--- src/rtl/core/tga_rle_pixel_decoder_assert.svh ---
// Assertion shorthands for the run-length pixel decoder.
// Every macro samples on i_clk and is quiet while i_rst_n is low.
`ifndef TGA_RLE_PIXEL_DECODER_ASSERT_SVH
`define TGA_RLE_PIXEL_DECODER_ASSERT_SVH

// Condition that must hold at every clock edge
`define TGA_ASSERT_ALWAYS(lbl, expr, msg) \
    lbl: assert property (@(posedge i_clk) disable iff (!i_rst_n) (expr)) else $error(msg);

// Condition that must hold in the cycle after a trigger
`define TGA_ASSERT_NEXT(lbl, pre, post, msg) \
    lbl: assert property (@(posedge i_clk) disable iff (!i_rst_n) (pre) |=> (post)) \
        else $error(msg);

`endif

--- src/rtl/core/tga_rle_pkg.sv ---
`timescale 1ns / 1ps
`default_nettype none

package tga_rle_pkg;

    // Configuration port shape and register indexes
    localparam int CFG_IDX_W  = 2;
    localparam int CFG_DATA_W = 16;

    localparam logic [CFG_IDX_W-1:0] CFG_IMAGE_WIDTH  = 2'd0;
    localparam logic [CFG_IDX_W-1:0] CFG_IMAGE_HEIGHT = 2'd1;
    localparam logic [CFG_IDX_W-1:0] CFG_ALPHA_MODE   = 2'd2;

    // Packet header coding: top bit set means a run packet
    localparam logic [7:0] RUN_BIAS = 8'd127;

    // Last byte slot of a pixel for each depth
    localparam logic [1:0] SLOT_LAST_RGB  = 2'd2;
    localparam logic [1:0] SLOT_LAST_RGBA = 2'd3;

    // Cycles the pixel accounting needs to settle after a register write
    localparam logic [1:0] CFG_SETTLE = 2'd2;

    // Default depth of the queue between parser and output stage
    localparam int QUEUE_DEPTH_DEF = 2;

    // One finished pixel request from the parser to the output stage
    typedef struct packed {
        logic [23:0] pix;        // stored bytes: blue, green, red (red in four-byte mode only)
        logic [7:0]  last_byte;  // byte that completed the pixel
        logic        use_alpha;  // four-byte pixel
        logic [7:0]  count;
        logic [31:0] first;
        logic        done;
        logic        overrun;
    } t_pix_rec;

endpackage

`default_nettype wire

--- src/rtl/core/tga_rle_front.sv ---
`timescale 1ns / 1ps
`default_nettype none
`include "tga_rle_pixel_decoder_assert.svh"

module tga_rle_front (
    input  logic                               i_clk,
    input  logic                               i_rst_n,
    input  logic                               i_cfg_valid,
    output logic                               o_cfg_ready,
    input  logic [tga_rle_pkg::CFG_IDX_W-1:0]  i_cfg_index,
    input  logic [tga_rle_pkg::CFG_DATA_W-1:0] i_cfg_data,
    input  logic                               i_in_valid,
    output logic                               o_in_ready,
    input  logic [7:0]                         i_data_byte,
    input  logic                               i_q_full,
    output logic                               o_q_push,
    output tga_rle_pkg::t_pix_rec              o_q_rec
);
    import tga_rle_pkg::*;

    logic [15:0] r_width, n_width;
    logic [15:0] r_height, n_height;
    logic        r_alpha, n_alpha;
    logic [31:0] r_total;
    logic [1:0]  r_cfg_pend, n_cfg_pend;
    logic        r_expect_hdr, n_expect_hdr;
    logic        r_run, n_run;
    logic [7:0]  r_pkt_left, n_pkt_left;
    logic [1:0]  r_slot, n_slot;
    logic [23:0] r_pix, n_pix;
    logic [31:0] r_pix_done, n_pix_done;
    logic [31:0] r_rem, n_rem;

    logic        accept, store, complete;
    logic [1:0]  last_slot;
    logic [7:0]  hdr_len;
    logic        rem_small;
    logic [7:0]  rem_lo;
    logic        run_over, run_done, raw_done;
    logic [7:0]  run_count, pkt_dec;
    logic [7:0]  count;
    logic        done, overrun;
    logic        rem_ok, done_push;

    // Handshakes: hold input while the accounting settles or the queue is full
    assign o_cfg_ready = 1'b1;
    assign o_in_ready  = (r_cfg_pend == 2'd0) && !i_q_full;
    assign accept      = i_in_valid && o_in_ready;

    // Classify the byte
    assign last_slot = r_alpha ? SLOT_LAST_RGBA : SLOT_LAST_RGB;
    assign store     = !r_expect_hdr && (r_slot < last_slot);
    assign complete  = !r_expect_hdr && !store;
    assign hdr_len   = i_data_byte[7] ? (i_data_byte - RUN_BIAS) : (i_data_byte + 8'd1);

    // Clip against the pixels left in the image
    assign rem_small = (r_rem[31:8] == 24'd0);
    assign rem_lo    = r_rem[7:0];
    assign run_over  = rem_small && (rem_lo < r_pkt_left);
    assign run_done  = rem_small && (rem_lo <= r_pkt_left);
    assign run_count = run_over ? rem_lo : r_pkt_left;
    assign raw_done  = (r_rem == 32'd1);
    assign pkt_dec   = r_pkt_left - 8'd1;

    assign count   = r_run ? run_count : 8'd1;
    assign done    = r_run ? run_done : raw_done;
    assign overrun = r_run ? run_over : (raw_done && (pkt_dec != 8'd0));

    // Pass finished pixels on
    assign o_q_push          = accept && complete;
    assign o_q_rec.pix       = r_pix;
    assign o_q_rec.last_byte = i_data_byte;
    assign o_q_rec.use_alpha = r_alpha;
    assign o_q_rec.count     = count;
    assign o_q_rec.first     = r_pix_done;
    assign o_q_rec.done      = done;
    assign o_q_rec.overrun   = overrun;

    // Next state
    always_comb begin
        n_width      = r_width;
        n_height     = r_height;
        n_alpha      = r_alpha;
        n_cfg_pend   = r_cfg_pend;
        n_expect_hdr = r_expect_hdr;
        n_run        = r_run;
        n_pkt_left   = r_pkt_left;
        n_slot       = r_slot;
        n_pix        = r_pix;
        n_pix_done   = r_pix_done;
        n_rem        = r_rem;

        // Register writes restart the settle countdown
        if (i_cfg_valid) begin
            n_cfg_pend = CFG_SETTLE;
            case (i_cfg_index)
                CFG_IMAGE_WIDTH:  n_width  = i_cfg_data;
                CFG_IMAGE_HEIGHT: n_height = i_cfg_data;
                CFG_ALPHA_MODE:   n_alpha  = i_cfg_data[0];
                default: ;
            endcase
        end else if (r_cfg_pend != 2'd0) begin
            n_cfg_pend = r_cfg_pend - 2'd1;
            // Recompute pixels left once the new total is registered
            if (r_cfg_pend == 2'd1) begin
                n_rem = (r_pix_done < r_total) ? (r_total - r_pix_done) : 32'd1;
            end
        end

        if (accept) begin
            if (r_expect_hdr) begin
                n_run        = i_data_byte[7];
                n_pkt_left   = hdr_len;
                n_expect_hdr = 1'b0;
                n_slot       = 2'd0;
            end else if (store) begin
                case (r_slot)
                    2'd0:    n_pix[7:0]   = i_data_byte;
                    2'd1:    n_pix[15:8]  = i_data_byte;
                    2'd2:    n_pix[23:16] = i_data_byte;
                    default: ;
                endcase
                n_slot = r_slot + 2'd1;
            end else begin
                n_slot = 2'd0;
                if (r_run) begin
                    n_pkt_left   = 8'd0;
                    n_expect_hdr = 1'b1;
                end else begin
                    n_pkt_left   = done ? 8'd0 : pkt_dec;
                    n_expect_hdr = done || (pkt_dec == 8'd0);
                end
                // Advance the image position, rewind at the image end
                if (done) begin
                    n_pix_done = 32'd0;
                    n_rem      = r_total;
                end else begin
                    n_pix_done = r_pix_done + {24'd0, count};
                    n_rem      = r_rem - {24'd0, count};
                end
            end
        end
    end

    always_ff @(posedge i_clk) begin
        if (!i_rst_n) begin
            r_width      <= 16'd1;
            r_height     <= 16'd1;
            r_alpha      <= 1'b0;
            r_total      <= 32'd1;
            r_cfg_pend   <= 2'd0;
            r_expect_hdr <= 1'b1;
            r_run        <= 1'b0;
            r_pkt_left   <= 8'd0;
            r_slot       <= 2'd0;
            r_pix        <= 24'd0;
            r_pix_done   <= 32'd0;
            r_rem        <= 32'd1;
        end else begin
            r_width      <= n_width;
            r_height     <= n_height;
            r_alpha      <= n_alpha;
            // An empty image counts as one pixel
            r_total      <= ((r_width == 16'd0) || (r_height == 16'd0)) ? 32'd1 :
                            ({16'd0, r_width} * {16'd0, r_height});
            r_cfg_pend   <= n_cfg_pend;
            r_expect_hdr <= n_expect_hdr;
            r_run        <= n_run;
            r_pkt_left   <= n_pkt_left;
            r_slot       <= n_slot;
            r_pix        <= n_pix;
            r_pix_done   <= n_pix_done;
            r_rem        <= n_rem;
        end
    end

    // Pixels left must match the image position once settled, unless clamped to one
    assign rem_ok    = (r_cfg_pend != 2'd0) || (r_rem == 32'd1) ||
                       ((r_pix_done + r_rem) == r_total);
    assign done_push = o_q_push && o_q_rec.done;

    `TGA_ASSERT_ALWAYS(a_rem_nonzero, r_rem != 32'd0, "pixels left dropped to zero")
    `TGA_ASSERT_ALWAYS(a_rem_consistent, rem_ok, "pixels left disagrees with image position")
    `TGA_ASSERT_NEXT(a_done_rewinds, done_push, (r_pix_done == 32'd0) && r_expect_hdr, "no rewind")

endmodule

`default_nettype wire

--- src/rtl/core/tga_rle_fifo.sv ---
`timescale 1ns / 1ps
`default_nettype none
`include "tga_rle_pixel_decoder_assert.svh"

module tga_rle_fifo #(
    parameter int DEPTH = tga_rle_pkg::QUEUE_DEPTH_DEF
) (
    input  logic                  i_clk,
    input  logic                  i_rst_n,
    input  logic                  i_push,
    input  tga_rle_pkg::t_pix_rec i_rec,
    output logic                  o_full,
    output logic                  o_valid,
    output tga_rle_pkg::t_pix_rec o_rec,
    input  logic                  i_pop
);
    import tga_rle_pkg::*;

    localparam int AW = $clog2(DEPTH);
    localparam int CW = $clog2(DEPTH + 1);

    t_pix_rec        r_mem [DEPTH];
    logic [AW-1:0]   r_wr_ptr, n_wr_ptr;
    logic [AW-1:0]   r_rd_ptr, n_rd_ptr;
    logic [CW-1:0]   r_count, n_count;

    assign o_full  = (r_count == CW'(DEPTH));
    assign o_valid = (r_count != '0);
    assign o_rec   = r_mem[r_rd_ptr];

    // Advance pointers with wrap at the depth
    always_comb begin
        n_wr_ptr = r_wr_ptr;
        n_rd_ptr = r_rd_ptr;
        n_count  = r_count;
        if (i_push) begin
            n_wr_ptr = (r_wr_ptr == AW'(DEPTH - 1)) ? '0 : r_wr_ptr + AW'(1);
        end
        if (i_pop) begin
            n_rd_ptr = (r_rd_ptr == AW'(DEPTH - 1)) ? '0 : r_rd_ptr + AW'(1);
        end
        if (i_push && !i_pop) begin
            n_count = r_count + CW'(1);
        end else if (i_pop && !i_push) begin
            n_count = r_count - CW'(1);
        end
    end

    always_ff @(posedge i_clk) begin
        if (!i_rst_n) begin
            r_wr_ptr <= '0;
            r_rd_ptr <= '0;
            r_count  <= '0;
        end else begin
            r_wr_ptr <= n_wr_ptr;
            r_rd_ptr <= n_rd_ptr;
            r_count  <= n_count;
        end
    end

    // Store pushed requests
    always_ff @(posedge i_clk) begin
        if (i_push) begin
            r_mem[r_wr_ptr] <= i_rec;
        end
    end

    `TGA_ASSERT_ALWAYS(a_no_push_full, !(i_push && o_full), "push into full queue")
    `TGA_ASSERT_ALWAYS(a_no_pop_empty, !(i_pop && !o_valid), "pop from empty queue")
    `TGA_ASSERT_ALWAYS(a_count_range, r_count <= CW'(DEPTH), "queue count past depth")

endmodule

`default_nettype wire

--- src/rtl/core/tga_rle_back.sv ---
`timescale 1ns / 1ps
`default_nettype none

module tga_rle_back (
    input  logic                  i_clk,
    input  logic                  i_rst_n,
    input  logic                  i_q_valid,
    input  tga_rle_pkg::t_pix_rec i_q_rec,
    output logic                  o_q_pop,
    output logic                  o_out_valid,
    input  logic                  i_out_ready,
    output logic [7:0]            o_red,
    output logic [7:0]            o_green,
    output logic [7:0]            o_blue,
    output logic [7:0]            o_alpha,
    output logic [7:0]            o_repeat_count,
    output logic [31:0]           o_first_index,
    output logic                  o_image_done,
    output logic                  o_overrun
);
    import tga_rle_pkg::*;

    logic        r_valid;
    logic [7:0]  r_red, r_green, r_blue, r_alpha, r_count;
    logic [31:0] r_first;
    logic        r_done, r_overrun;

    // Take a request when the output register is free or being drained
    assign o_q_pop = i_q_valid && (!r_valid || i_out_ready);

    always_ff @(posedge i_clk) begin
        if (!i_rst_n) begin
            r_valid <= 1'b0;
        end else if (o_q_pop) begin
            r_valid <= 1'b1;
        end else if (i_out_ready) begin
            r_valid <= 1'b0;
        end
    end

    // Reorder stored blue, green, red (, alpha) into red, green, blue, alpha
    always_ff @(posedge i_clk) begin
        if (o_q_pop) begin
            r_red     <= i_q_rec.use_alpha ? i_q_rec.pix[23:16] : i_q_rec.last_byte;
            r_green   <= i_q_rec.pix[15:8];
            r_blue    <= i_q_rec.pix[7:0];
            r_alpha   <= i_q_rec.use_alpha ? i_q_rec.last_byte : 8'd0;
            r_count   <= i_q_rec.count;
            r_first   <= i_q_rec.first;
            r_done    <= i_q_rec.done;
            r_overrun <= i_q_rec.overrun;
        end
    end

    assign o_out_valid    = r_valid;
    assign o_red          = r_red;
    assign o_green        = r_green;
    assign o_blue         = r_blue;
    assign o_alpha        = r_alpha;
    assign o_repeat_count = r_count;
    assign o_first_index  = r_first;
    assign o_image_done   = r_done;
    assign o_overrun      = r_overrun;

endmodule

`default_nettype wire

--- src/rtl/core/tga_rle_pixel_decoder.sv ---
`timescale 1ns / 1ps
`default_nettype none
// Run-length pixel decoder for 24 and 32 bit TGA image data.
// Input channel (i_in_valid / o_in_ready, i_data_byte): one byte of the
// coded stream per request, packet headers and pixel bytes alike.
// Output channel (o_out_valid / i_out_ready): one request per raw pixel and
// one per run packet, colour as red, green, blue, alpha, with repeat count,
// first pixel index, image-end and overrun flags.
// Config channel (i_cfg_valid / o_cfg_ready, i_cfg_index, i_cfg_data):
// index 0 image width, 1 image height, 2 alpha mode; write while idle.
// Throughput: one byte per cycle while the queue has room and no register
// write is settling. The byte that completes a pixel lands in the queue; the
// output register loads from the queue head when it is free or being drained.
// After a register write the input holds o_in_ready low while the settle
// countdown runs and the image size product and pixels-left counter update.
// A stalled output keeps its result; parsing goes on until the queue
// fills, then o_in_ready drops.
// Reset: width 1, height 1, 24 bit mode, a packet header expected next,
// image position zero, queue and output empty.

module tga_rle_pixel_decoder #(
    parameter int QUEUE_DEPTH = tga_rle_pkg::QUEUE_DEPTH_DEF
) (
    input  logic                               i_clk,
    input  logic                               i_rst_n,
    input  logic                               i_cfg_valid,
    output logic                               o_cfg_ready,
    input  logic [tga_rle_pkg::CFG_IDX_W-1:0]  i_cfg_index,
    input  logic [tga_rle_pkg::CFG_DATA_W-1:0] i_cfg_data,
    input  logic                               i_in_valid,
    output logic                               o_in_ready,
    input  logic [7:0]                         i_data_byte,
    output logic                               o_out_valid,
    input  logic                               i_out_ready,
    output logic [7:0]                         o_red,
    output logic [7:0]                         o_green,
    output logic [7:0]                         o_blue,
    output logic [7:0]                         o_alpha,
    output logic [7:0]                         o_repeat_count,
    output logic [31:0]                        o_first_index,
    output logic                               o_image_done,
    output logic                               o_overrun
);
    import tga_rle_pkg::*;

    logic     q_push, q_full, q_valid, q_pop;
    t_pix_rec q_wr_rec, q_rd_rec;

    // Parse bytes and track the image position
    tga_rle_front u_front (
        .i_clk       (i_clk),
        .i_rst_n     (i_rst_n),
        .i_cfg_valid (i_cfg_valid),
        .o_cfg_ready (o_cfg_ready),
        .i_cfg_index (i_cfg_index),
        .i_cfg_data  (i_cfg_data),
        .i_in_valid  (i_in_valid),
        .o_in_ready  (o_in_ready),
        .i_data_byte (i_data_byte),
        .i_q_full    (q_full),
        .o_q_push    (q_push),
        .o_q_rec     (q_wr_rec)
    );

    // Decouple parser from output stalls
    tga_rle_fifo #(
        .DEPTH (QUEUE_DEPTH)
    ) u_fifo (
        .i_clk   (i_clk),
        .i_rst_n (i_rst_n),
        .i_push  (q_push),
        .i_rec   (q_wr_rec),
        .o_full  (q_full),
        .o_valid (q_valid),
        .o_rec   (q_rd_rec),
        .i_pop   (q_pop)
    );

    // Format and hold results
    tga_rle_back u_back (
        .i_clk          (i_clk),
        .i_rst_n        (i_rst_n),
        .i_q_valid      (q_valid),
        .i_q_rec        (q_rd_rec),
        .o_q_pop        (q_pop),
        .o_out_valid    (o_out_valid),
        .i_out_ready    (i_out_ready),
        .o_red          (o_red),
        .o_green        (o_green),
        .o_blue         (o_blue),
        .o_alpha        (o_alpha),
        .o_repeat_count (o_repeat_count),
        .o_first_index  (o_first_index),
        .o_image_done   (o_image_done),
        .o_overrun      (o_overrun)
    );

endmodule

`default_nettype wire
--- config.mk ---
export PLATFORM = sky130hd
export DESIGN_NAME = tga_rle_pixel_decoder
export DESIGN_NICKNAME = d
export VERILOG_FILES = /design/src/rtl/core/tga_rle_pkg.sv /design/src/rtl/core/tga_rle_front.sv /design/src/rtl/core/tga_rle_fifo.sv /design/src/rtl/core/tga_rle_back.sv /design/src/rtl/core/tga_rle_pixel_decoder.sv
export VERILOG_INCLUDE_DIRS = /design/src /design/src/rtl/core
export SDC_FILE = /design/constraint.sdc
export NUM_CORES = 1
export LEC_CHECK = 0
export BUFFER_PORTS_ARGS = -buffer_cell sky130_fd_sc_hd__buf_2
export CAP_MARGIN = 10
export CORE_MARGIN = 10
export CORE_UTILIZATION = 45
export DETAILED_ROUTE_END_ITERATION = 10
export HOLD_SLACK_MARGIN = 0.03
export PLACE_DENSITY = 0.65
export SYNTH_ARGS = -nofsm -noshare
export SYNTH_HDL_FRONTEND = slang
export SYNTH_SLANG_ARGS = --single-unit
--- constraint.sdc ---
create_clock -name i_clk -period 17.3 [get_ports i_clk]
set_input_delay 2.595 -clock i_clk [delete_from_list [all_inputs] [get_ports i_clk]]
set_output_delay 2.595 -clock i_clk [all_outputs]
set_load 0.02 [all_outputs]
==> results of run 1 <==
cells by family (layout without fill, tap and decap cells):
family / Yosys count / count (layout) / synth area share
other cells: 1 / 4 / 0.000142
fa+ha+maj: 364 / 364 / 0.228
compound gates: 429 / 429 / 0.102
mux: 81 / 81 / 0.0335
xor+xnor: 111 / 111 / 0.0368
buf+inv: 421 / 499 / 0.0607
simple gates: 835 / 835 / 0.152
flops: 397 / 397 / 0.386
metal layers:
layer,vias to the layer above,track usage,routed length [um]
li1,9048,-,-
met1,9341,0.237,27900
met2,537,0.297,30200
met3,126,0.0229,3380
met4,0,0.0626,1840
met5,-,0,0
area by class of cell:
| type | count | area share |
|---|---|---|
| multi-input combinational | 1821 | 0.506 |
| sequential | 397 | 0.351 |
| clock buffer | 58 | 0.0422 |
| inverter | 295 | 0.0382 |
| tap | 765 | 0.0330 |
| timing repair buffer | 123 | 0.0228 |
| clock inverter | 23 | 0.00613 |
| antenna | 3 | 0.000259 |
placed cells by master, fill, tap and decap left out, drive strengths merged, types with 5 or more instances in the layout:
| master | count |
|---|---|
| nand4 | 21 |
| inv | 296 |
| xnor2 | 84 |
| nand3 | 72 |
| o21ai | 78 |
| clkbuf | 58 |
| o211ai | 9 |
| nor2b | 23 |
| a21o | 23 |
| a31oi | 9 |
| nor4 | 29 |
| xor2 | 27 |
| clkinvlp | 5 |
| o21bai | 7 |
| clkinv | 16 |
| dfxtp | 173 |
| fa | 197 |
| and2 | 131 |
| a221oi | 23 |
| nor2 | 141 |
| or4 | 5 |
| mux2 | 60 |
| nand2b | 21 |
| a22oi | 12 |
| a22o | 7 |
| o22ai | 7 |
| mux2i | 21 |
| and3 | 11 |
| nor3 | 28 |
| a211oi | 39 |
| ha | 167 |
| o21a | 12 |
| a21oi | 164 |
| buf | 123 |
| edfxtp | 224 |
| or3 | 11 |
| nand2 | 320 |
worst max path at each step:
| stage | endpoint | slack [ns] | cells after the start |
|---|---|---|---|
| 2_1_floorplan | u_fifo.r_mem[0][0] | 9.99 | 5 |
| 3_3_place_gp | u_front.r_total[30] | 10.44 | 20 |
| 3_5_place_dp | u_front.r_total[30] | 10.30 | 20 |
| 4_1_cts | u_front.r_total[30] | 10.29 | 20 |
| 5_1_grt | u_front.r_total[30] | 9.90 | 20 |
| 6_report | u_front.r_total[30] | 10.30 | 20 |
state kept, by name, summed over array words and instances (netlist names), 16 cells and up, named ones only:
name	count
u_front.r_rem	32
u_front.r_pix	24
u_back.o_first_index	32
u_front.r_height	16
u_fifo.r_mem	150
u_front.r_total	32
u_front.r_pix_done	32
u_front.r_width	16
power by group:
group / switching, mW / internal (mW)
combinational: 0.413 / 0.224
clock: 0.383 / 0.516
sequential: 0.0534 / 1.12
through the flow:
step / cells / hold slack, ns / total power [mW] / cell area, um2 / worst slack, ns
floorplan: 2639 / 0.419 / 1.65 / 26400 / 9.99
global placement: 3400 / 0.432 / 1.83 / 27600 / 10.44
detailed placement: 3400 / 0.440 / 1.84 / 27600 / 10.30
CTS: 3481 / 0.451 / 2.74 / 29000 / 10.29
global route: 3485 / 0.459 / 2.84 / 29000 / 9.90
finish: 3485 / 0.449 / 2.71 / 29000 / 10.30
==> impl_results.md, run 1 <==
- Outcome: finished clean
- Full die area: 68800 um2
- Layout Area Growth over Synthesis: 9.85%
- Largest cells by area after synthesis: sky130_fd_sc_hd__edfxtp_1 (25%), sky130_fd_sc_hd__fa_1 (15%), sky130_fd_sc_hd__dfxtp_1 (13%)
- Buffer and inverter count on the worst path: 3
- Dominant register cell in the synthesized netlist: sky130_fd_sc_hd__edfxtp_1
- Die extent in y: 262 um
- CTS-repair resized insts: 0
- Fin. max-slew vios: 0
- Most used standard cell by instance count after synthesis: sky130_fd_sc_hd__nand2_1
- Area of the multi-input gates: 14700 um2
- Via density per instance: 5.47
- Synth warn: 0
- Origin of the critical flop-to-flop path: u_front.r_width[8]
- Worst Reg-to-Reg Cells: 20
- Area share of the leading cell type in the synthesized netlist: 0.255
- Post-synthesis instance area: 26400 um2
- Setup repair bufs after CTS: 0
- Worst Clk Skew: 0.0177 ns
- Register-to-Register Setup Slack: 10.30 ns
- Number of setup violations in the final report: 0
- Residual antenna-violating net count after detailed routing: 0
- Register area: 10200 um2
- Endpoint required time on the critical path: 17.74 ns
- Number of violations of the max-capacitance limit: 0
- Final critical-path required period: 7.00 ns
- Largest delay contributor family on the critical path: adder cells
- Worst slew margin relative to its limit: 0.186
- Inserted Clock Buffers: 44
- Hold Path Origin: u_front.r_pix[16]
- Clock tree from TritonCTS: yes
- Synth Register Bits: 397
- Routed length per instance: 18.2 um
- Largest net degree at the start of global routing: 73
- Number of vias after detailed routing: 19100
- Cell-by-cell listing of the critical path: nand2_1, fa_1, fa_1, fa_1, fa_1, inv_1, fa_1, inv_1, fa_1, inv_1, ha_1, a21o_1, a21o_1, a211oi_1, a21oi_1, o41ai_1, nand4_1, a31oi_1, xor2_1, nor2_1
- Fraction of the yosys area taken by sequential cells: 0.386
- Share of layout cells above drive strength 1: 0.103
- Hold Violations, Final: 0
- I/O pins: 108
- Number of enable-type register cells in the synthesized netlist: 224
- Maximum cell stage delay along the critical path: 0.82 ns
- Max Clk Rate: 143 MHz
- Final standard cell utilization of the core: 0.501
- Number of nets in the layout: 3077
- Residual overflow from global routing: 0
- Hold Path Class: reg2reg
- Number of nets in the synthesized netlist: 3034
- Cell accounting for the most synthesized area: sky130_fd_sc_hd__edfxtp_1
- Filler cell count in the final layout: 5308
- Leakage power total: 12.0 nW
- Starting utilization of the core area: 0.456
- Power Density: 93.6 nW/um2
- Clk Latency, worst-skew pair: 0.57 ns
- Worst-margin pin slew: 1.21 ns
- Standard-cell rows: 88
- Area inside the core boundary: 57900 um2
- Crit start category: flip-flop
- Kind of critical path: reg2reg
- Max rail drop VDD: 0.0000683 V
- Setup repair after global routing missed its margin: false
- First element of the critical path: u_front.r_width[8]
- Final GP Congestion: 0.899
- Signal arrival time at the worst endpoint: 7.44 ns
- CP max FO: 18
- Number of distinct library cells after synthesis: 78
- Total GRT Usage: 0.179
- Wire length of the first global-routing pass: 103 mm
- Critical-path cell with the highest stage delay: sky130_fd_sc_hd__dfxtp_1
- Initial antenna violation count: 2
- Clk root buf: sky130_fd_sc_hd__clkbuf_16
- Hold-fix buffers, CTS: 0
- Number of global-route vias before repair: 19300
- Post-synthesis instance total: 2639
- Detailed Place HPWL: 47.0 mm
- Accumulated negative setup slack: 0 ns
- Reg clk slew, reported paths: 0.06 ns
- Starting DRC count in detailed routing: 1285
- Critical Path Most Common Cell: sky130_fd_sc_hd__fa_1
- Clock tree sinks: 397
- Worst hold path endpoint: u_fifo.r_mem[1][67]
- Maximum root-to-sink buffer count: 3
- Worst hold path cell count: 0
- Share of the clock period used by the worst path after layout: 0.405
- Post-synthesis average cell area: 10.0 um2
- Crit path capture type: flip-flop
- Detailed Route WL: 63.3 mm
- First-pass detailed-route iteration total: 5
- Critical register-to-register path endpoint: u_front.r_total[30]
- Die X: 262 um
- Fraction of registers with async set or reset after synthesis: 0
- Ranking of synthesized cells by instance count: sky130_fd_sc_hd__nand2_1 (320), sky130_fd_sc_hd__inv_1 (292), sky130_fd_sc_hd__edfxtp_1 (224)
- H-tree levels: 2
- Port Buffers: 106
- DRC violation count after routing: 0
Power figures use the tool's default switching activity.
==> inputs of run 2 (changes only) <==
Clock period 17.3 ns to 6.6 ns, I/O delays scaled along.
==> impl_results.md, run 2 (same netlist as run 1, synthesis figures left out) <==
- Outcome: finished clean
- Maximum root-to-sink buffer count: 3 (unchanged)
- Final Instance Count excl. Fillers: 3518 (+0.95%)
- Starting utilization of the core area: 0.456 (unchanged)
- Max Clk Rate: 159 MHz (+12%)
- Share of the clock period used by the worst path after layout: 0.950 (+0.546)
- Clk root buf: sky130_fd_sc_hd__clkbuf_16
- Final GP Congestion: 0.906 (+0.79%)
- Clock tree from TritonCTS: yes
- H-tree levels: 2 (unchanged)
- Fin. max-slew vios: 0 (unchanged)
- Inserted Clock Buffers: 44 (unchanged)
- Area inside the core boundary: 57900 um2 (unchanged)
- Logic depth of the worst setup path including buffers: 21 (+5.0%)
- Largest net degree at the start of global routing: 76 (+4.1%)
- Final critical-path required period: 6.27 ns (-0.729 ns)
- First element of the critical path: u_front.r_height[2]
- Wire length of the first global-routing pass: 105 mm (+1.7%)
- Cell-by-cell listing of the critical path: nand2_1, fa_1, fa_1, fa_1, fa_1, inv_1, fa_1, inv_1, fa_1, inv_1, ha_1, a21o_1, a21o_1, a211oi_2, a21oi_1, o41ai_2, buf_4, nand4_1, a31oi_1, xor2_1, nor2_1
- Worst slew margin relative to its limit: 0.205 (+0.0192)
- Residual overflow from global routing: 0 (unchanged)
- Total GRT Usage: 0.182 (+0.00304)
- Clk Latency, worst-skew pair: 0.57 ns (about the same)
- Kind of critical path: reg2reg
- Signal arrival time at the worst endpoint: 6.71 ns (-0.73 ns)
- Worst Reg-to-Reg Cells: 21 (+5.0%)
- Number of global-route vias before repair: 19400 (+0.78%)
- Cell count after placement: 3436 (+1.1%)
- Max FFs per register: 150 (unchanged)
- Routed length per instance: 18.2 um (+0.49%)
- Share of layout cells above drive strength 1: 0.117 (+0.0143)
- Setup repair bufs after CTS: 0 (unchanged)
- Register name with the most flops: u_fifo.r_mem
- Full die area: 68800 um2 (unchanged)
- Max rail drop VDD: 0.000195 V (+190%)
- Number of vias after detailed routing: 19200 (+0.66%)
- Number of nets in the layout: 3112 (+1.1%)
- Crit start category: flip-flop
- Layout Area Growth over Synthesis: 10.9%
- Reg clk slew, reported paths: 0.05 ns (about the same)
- Number of violations of the max-capacitance limit: 0 (unchanged)
- Number of setup violations in the final report: 0 (unchanged)
- Leading cell type in the layout, fill and taps excluded: sky130_fd_sc_hd__nand2_1
- Largest delay contributor family on the critical path: adder cells
- Via density per instance: 5.45 (-0.29%)
- Worst-margin pin slew: 1.19 ns (-0.0229 ns)
- CP max FO: 11 (-7)
- Buffer and inverter count on the worst path: 4 (+1)
- Commonest cells after routing, fill and taps aside: sky130_fd_sc_hd__nand2_1 (320), sky130_fd_sc_hd__inv_1 (292), sky130_fd_sc_hd__edfxtp_1 (224), sky130_fd_sc_hd__fa_1 (197), sky130_fd_sc_hd__dfxtp_1 (169)
- Residual antenna-violating net count after detailed routing: 0 (unchanged)
- Endpoint required time on the critical path: 7.03 ns (-10.71 ns)
- Initial antenna violation count: 0 (-2)
- Standard-cell rows: 88 (unchanged)
- Dpl cell area: 27900 um2 (+0.98%)
- Critical-path cell with the highest stage delay: sky130_fd_sc_hd__fa_1
- Power Density: 244 nW/um2 (+160%)
- Maximum cell stage delay along the critical path: 0.57 ns (-0.25 ns)
- Setup repair after global routing missed its margin: false
- Critical path capture point: u_front.r_total[30]
- Starting DRC count in detailed routing: 1460 (+14%)
- Crit path capture type: flip-flop
- Non-Filler Cell Area, Final: 29300 um2 (+0.94%)
- Origin of the critical flop-to-flop path: u_front.r_height[2]
- Accumulated negative setup slack: 0 ns (unchanged)
- Worst Clk Skew: 0.0188 ns (+0.00109 ns)
- Hold Path Class: reg2reg
- Clock tree sinks: 397 (unchanged)
- Critical register-to-register path endpoint: u_front.r_total[30]
- Register-to-Register Setup Slack: 0.33 ns (-9.97 ns)
- I/O pins: 108 (unchanged)
- Port Buffers: 106 (unchanged)
- Detailed Route WL: 64.2 mm (+1.4%)
- Die extent in y: 262 um (unchanged)
- Leakage power total: 12.2 nW (+1.8%)
- DRC violation count after routing: 0 (unchanged)
- Detailed Place HPWL: 48.8 mm (+3.8%)
- Hold Violations, Final: 0 (unchanged)
- First-pass detailed-route iteration total: 6 (+1)
- Critical Path Most Common Cell: sky130_fd_sc_hd__fa_1
- Die X: 262 um (unchanged)
- Antenna diodes: 0 (-3)
## run 2: cell types whose count changed in the layout (fill, tap and decap cells not counted), sizes merged
cell      change
clkinv        +2
clkinvlp      -4
buf          +35
clkbuf        -2
inv           +5
diode         -3
## run 2: metal layers
| metal | vias up | GRT usage | share of wire |
|---|---|---|---|
| li1 | 9120 | - | - |
| met1 | 9482 | 0.243 | 0.44 |
| met2 | 482 | 0.307 | 0.48 |
| met4 | 0 | 0.0483 | 0.022 |
| met5 | - | 0 | 0 |
| met3 | 93 | 0.0240 | 0.049 |
## run 2: area by class of cell
type                       instances  area (um2)
tap                              765         957
clock buffer                      56        1190
sequential                       397       10200
fill                            5279       28600
clock inverter                    26         219
timing repair buffer             158         921
inverter                         295        1110
multi-input combinational       1821       14700
## run 2: what timing repair did
item	CTS	global route
hold buffers	0	0
endpoints found under the setup margin	0	3
gates resized for setup	0	5
## run 2: worst reg2reg max path: cells and delay by family, from the launching register on
family	cells	cell delay, ns
AO/OA/AOI/OAI	6	1.45
XOR/XNOR	1	0.16
adder cells (fa/ha/maj)	7	3.40
buffers and inverters	4	0.35
flip-flops	1	0.52
AND/OR/NAND/NOR	3	0.27
## run 2: through the flow
| step | util | power, mW | setup WS [ns] | hold WS, ns |
|---|---|---|---|---|
| floorplan | - | 4.32 | 0.332 | 0.419 |
| global placement | 0.481 | 4.80 | 0.135 | 0.431 |
| detailed placement | 0.481 | 4.84 | 0.0568 | 0.441 |
| CTS | 0.505 | 7.23 | 0.0139 | 0.454 |
| global route | 0.506 | 7.50 | 0.00989 | 0.460 |
| finish | 0.506 | 7.14 | 0.328 | 0.453 |
## run 2: worst min-delay path by stage
stage                                from                    end  slack (ns)  cells past startpoint
global placement        u_front.r_pix[15]    u_fifo.r_mem[1][66]        0.43                      0
CTS                 u_front.r_cfg_pend[0]  u_front.r_cfg_pend[0]        0.45                      1
detailed placement      u_front.r_pix[18]    u_fifo.r_mem[1][69]        0.44                      0
floorplan           u_front.r_cfg_pend[0]  u_front.r_cfg_pend[0]        0.42                      1
finish              u_front.r_cfg_pend[0]  u_front.r_cfg_pend[0]        0.45                      1
global route        u_front.r_cfg_pend[0]  u_front.r_cfg_pend[0]        0.46                      1
## run 2: power breakdown
part	internal, mW	switching (mW)
clock network	1.34	1.03
registers	2.94	0.121
logic	0.601	1.11
total	4.88	2.26
